--- src/rtl/assert_macros.svh ---
// ---------------------------------------------------------------------------
// Assertion macros
// Concurrent assertion wrappers; empty when SYNTH is defined.
// ---------------------------------------------------------------------------
`ifndef ASSERT_MACROS_SVH
`define ASSERT_MACROS_SVH
`ifndef SYNTH
`define DGO_ASSERT(lbl, clk, rstn, expr) \
	lbl: assert property (@(posedge clk) disable iff (!rstn) (expr)) else $error("assertion failed");
`define DGO_ASSERT_NEXT(lbl, clk, rstn, ante, cons) \
	lbl: assert property (@(posedge clk) disable iff (!rstn) (ante) |=> (cons)) else $error("assertion failed");
`else
`define DGO_ASSERT(lbl, clk, rstn, expr)
`define DGO_ASSERT_NEXT(lbl, clk, rstn, ante, cons)
`endif
`endif

--- src/rtl/dgo_ram.sv ---
// ---------------------------------------------------------------------------
// Simple dual-port RAM
// One write port, one read port with registered read data.
// ---------------------------------------------------------------------------
module dgo_ram #(
	parameter int WIDTH = 8,
	parameter int DEPTH = 16
) (
	input  logic                     clk,
	input  logic                     we,
	input  logic [$clog2(DEPTH)-1:0] waddr,
	input  logic [WIDTH-1:0]         wdata,
	input  logic [$clog2(DEPTH)-1:0] raddr,
	output logic [WIDTH-1:0]         rdata
);
	logic [WIDTH-1:0] mem [DEPTH];

	always_ff @(posedge clk) begin
		if (we) begin
			mem[waddr] <= wdata;
		end
		rdata <= mem[raddr];
	end
endmodule

--- config.mk ---
export PLATFORM = sky130hd
export DESIGN_NAME = dgo_ram
export DESIGN_NICKNAME = d
export VERILOG_FILES = /design/src/rtl/assert_macros.svh /design/src/rtl/dgo_ram.sv
export SDC_FILE = /design/constraint.sdc
export NUM_CORES = 1
export LEC_CHECK = 0
export BUFFER_PORTS_ARGS = -buffer_cell sky130_fd_sc_hd__buf_4
export CAP_MARGIN = 20
export CORE_AREA = 4 4 98 100
export DETAILED_ROUTE_END_ITERATION = 8
export DIE_AREA = 0 0 102 104
export PLACE_DENSITY = 0.82
export SLEW_MARGIN = 20
export SYNTH_ARGS = -nofsm -noshare
export SYNTH_HDL_FRONTEND = slang
export SYNTH_SLANG_ARGS = --single-unit
--- constraint.sdc ---
create_clock -name clk -period 2.6 [get_ports clk]
set_input_delay 0.52 -clock clk [delete_from_list [all_inputs] [get_ports clk]]
set_output_delay 0.52 -clock clk [all_outputs]
set_load 0.05 [all_outputs]
==> flow_metrics.tcl <==
set metrics [dict create \
    outcome "finished, final reports clean" \
    drt-met1-wl_um 3960 \
    grt_usage_pct 20.7 \
    synth_edf_count 128 \
    crit_chain "buf_4 > or3b_2 > nor2_1" \
    layout-drive-gt1-share_pct 31.7 \
    tritoncts "yes" \
    finalSetupViolations 0 \
    endpoint_kind "flop" \
    setup_tns_ps 0 \
    yosys.area.top_type "edfxtp_1" \
    hpwlAfterDp_um 5940 \
    totalPowerFinal_uw 5060 \
    crit_type "input port to flop" \
    dpl.cell_count 369 \
    ys_async_sr_fraction_pct 0 \
    crit_arrival_ps 1730 \
    fp.dieH_um 104 \
    period_share_pct 60.9 \
    hold_violations 0 \
    layout.cells.non_filler 401 \
    ctsHoldBuffers 0 \
    grt_pass1_wl_um 15300 \
    clock_skew_ps 6.19 \
    power_density_nw_per_um2 828 \
    cts.sinks 136 \
    multiInputGateArea_um2 1060 \
    hold_start "wdata[3]" \
    crit_slowest_cell "nor2_1" \
    antenna_cells 0 \
    synth-seq-cells 136 \
    regArea_um2 4000 \
    cts_resized 0 \
    relSlewSlack_pct 47.0 \
    tightest_slew_ps 794 \
    antenna_found_initial 0 \
    numPortBuffers 25 \
    cp-startpoint "waddr[2]" \
    drv_cap 0 \
    p_leak_uw 0.00209 \
    wl_um 10000 \
    cp-start-kind "input port" \
    cp_num_buf_inv 1 \
    ctsHtreeMaxLevel 4 \
    min_path_type "input port to flop" \
    rsz0062_at_grt "no" \
    dr_wl_met2_um 5100 \
    final_common_cell "edfxtp_1" \
    start_util_pct 59.3 \
    synth_ff_type "edfxtp_1" \
    detail_route.wl_per_cell_um 25.0 \
    dieWidth_um 102 \
    cp_top_family "simple AND/OR/NAND/NOR gates" \
    synthToLayoutAreaGrowth_pct 18.6 \
    drc 0 \
    ys_seq_area_share_pct 77.8 \
    rows 34 \
    syn_area_um2 5150 \
    cts.reportedPaths.clkPinSlew_ps 60 \
    numCtsBuffers 17 \
    insertion_delay_ps 520 \
    cts_root_buf "clkbuf_8" \
    nets 298 \
    max_freq_mhz 631 \
    slowest_delay_ps 580 \
    antenna_left 0 \
    irDropWorstVdd_mv 0.459 \
    mostFrequentLayoutCells "128 x edfxtp_1, 41 x buf_4, 18 x mux4_2" \
    synth_top_area_share_pct 74.7 \
    synth_nets 247 \
    syn_inst 229 \
    num_vias 2484 \
    cts_max_path_buffers 2 \
    drt_iter0_markers 259 \
    crit_fanout 8 \
    grt_max_degree 33 \
    r2r_start "mem[3][4]$_DFFE_PP_" \
    ys_types 19 \
    top_layer_used "met4" \
    dieArea_um2 10600 \
    overflow 0 \
    yosys-top-cells-area "edfxtp_1 75%, mux4_2 7.9%, mux4_1 7.1%, dfxtp_1 3.1%, a22oi_1 2.3%" \
    yosys_warnings 0 \
    crit_required_ps 2750 \
    cts_setup_buffers 0 \
    finalMaxSlewViolations 0 \
    fillers 500 \
    met3_length_um 815 \
    syn_avg_cell_area_um2 22.5 \
    fin_crit_ps 1580 \
    grt_pass1_vias 2593 \
    via_per_inst 6.19 \
    gp_congestion 0.767 \
    core_um2 8680 \
    drt_pre_antenna_iters 5 \
    io_pins 26 \
]
-- sequential cells by signal (all words and copies together), names as in the netlist --
| register | flops |
|---|---|
| mem | 128 |
| rdata | 8 |
-- Yosys cell counts, drive strengths merged (2+ instances only) --
| cell type | instances |
|---|---|
| dfxtp | 8 |
| buf | 7 |
| nor2 | 13 |
| clkdlybuf4s25 | 3 |
| nand2b | 2 |
| edfxtp | 128 |
| nand2 | 9 |
| nand3b | 2 |
| mux4 | 32 |
| a22oi | 16 |
| nor3 | 4 |
-- logic make-up (layout without fill, tap and decap cells) --
kind of cell           Yosys count  after routing  share of synthesized area (%)
DFF                            136            136                           77.8
AOI/OAI and AO/OA               16             16                           2.33
and+or+nand+nor                 35             35                           3.18
buffers and inverters           10             74                           1.68
muxes                           32             32                           15.0
-- layer usage --
layer | up-vias | track usage [%]
met4 | 0 | 6.84
met5 | - | 0
li1 | 1076 | -
met3 | 11 | 8.12
met2 | 116 | 31.5
met1 | 1281 | 27.5
-- stage by stage --
stage	hold WS (ps)	util (%)	setup WS (ps)	cell area, um^2
after floorplan	619	-	587	5150
after global placement	653	63.7	516	5520
after detailed placement	664	63.7	493	5520
after CTS	289	70.3	998	6100
after global routing	296	70.3	973	6100
final	301	70.3	1020	6100
-- worst register-to-register path: stages (launching register included) --
cell	delay, ps
edfxtp_1	370
mux4_2	480
a22oi_1	290
nand2_1	110
-- area by class of cell --
| type | count | share of cell area, % |
|---|---|---|
| timing repair buffer | 42 | 5.37 |
| multi-input combinational | 83 | 17.3 |
| tap | 108 | 2.21 |
| clock buffer | 17 | 6.78 |
| sequential | 136 | 65.6 |
| clock inverter | 15 | 2.73 |
-- final timing paths --
| path | end | slack, ps | cells after the start |
|---|---|---|---|
| setup / recovery | mem[1][5]$_DFFE_PP_ | 1020 | 3 |
| hold / removal | mem[6][3]$_DFFE_PP_ | 300 | 1 |
| setup reg to reg | rdata[4]$_DFF_P_ | 1220 | 3 |
| hold reg to reg | rdata[1]$_DFF_P_ | 680 | 3 |
-- report_power, final --
part | switching, uW | leakage, uW | internal [uW]
Combinational | 175 | 0.000586 | 112
Sequential | 15.8 | 0.00122 | 2450
Clock | 923 | 0.000276 | 1380
No activity file was read; power rests on OpenSTA's default activity.
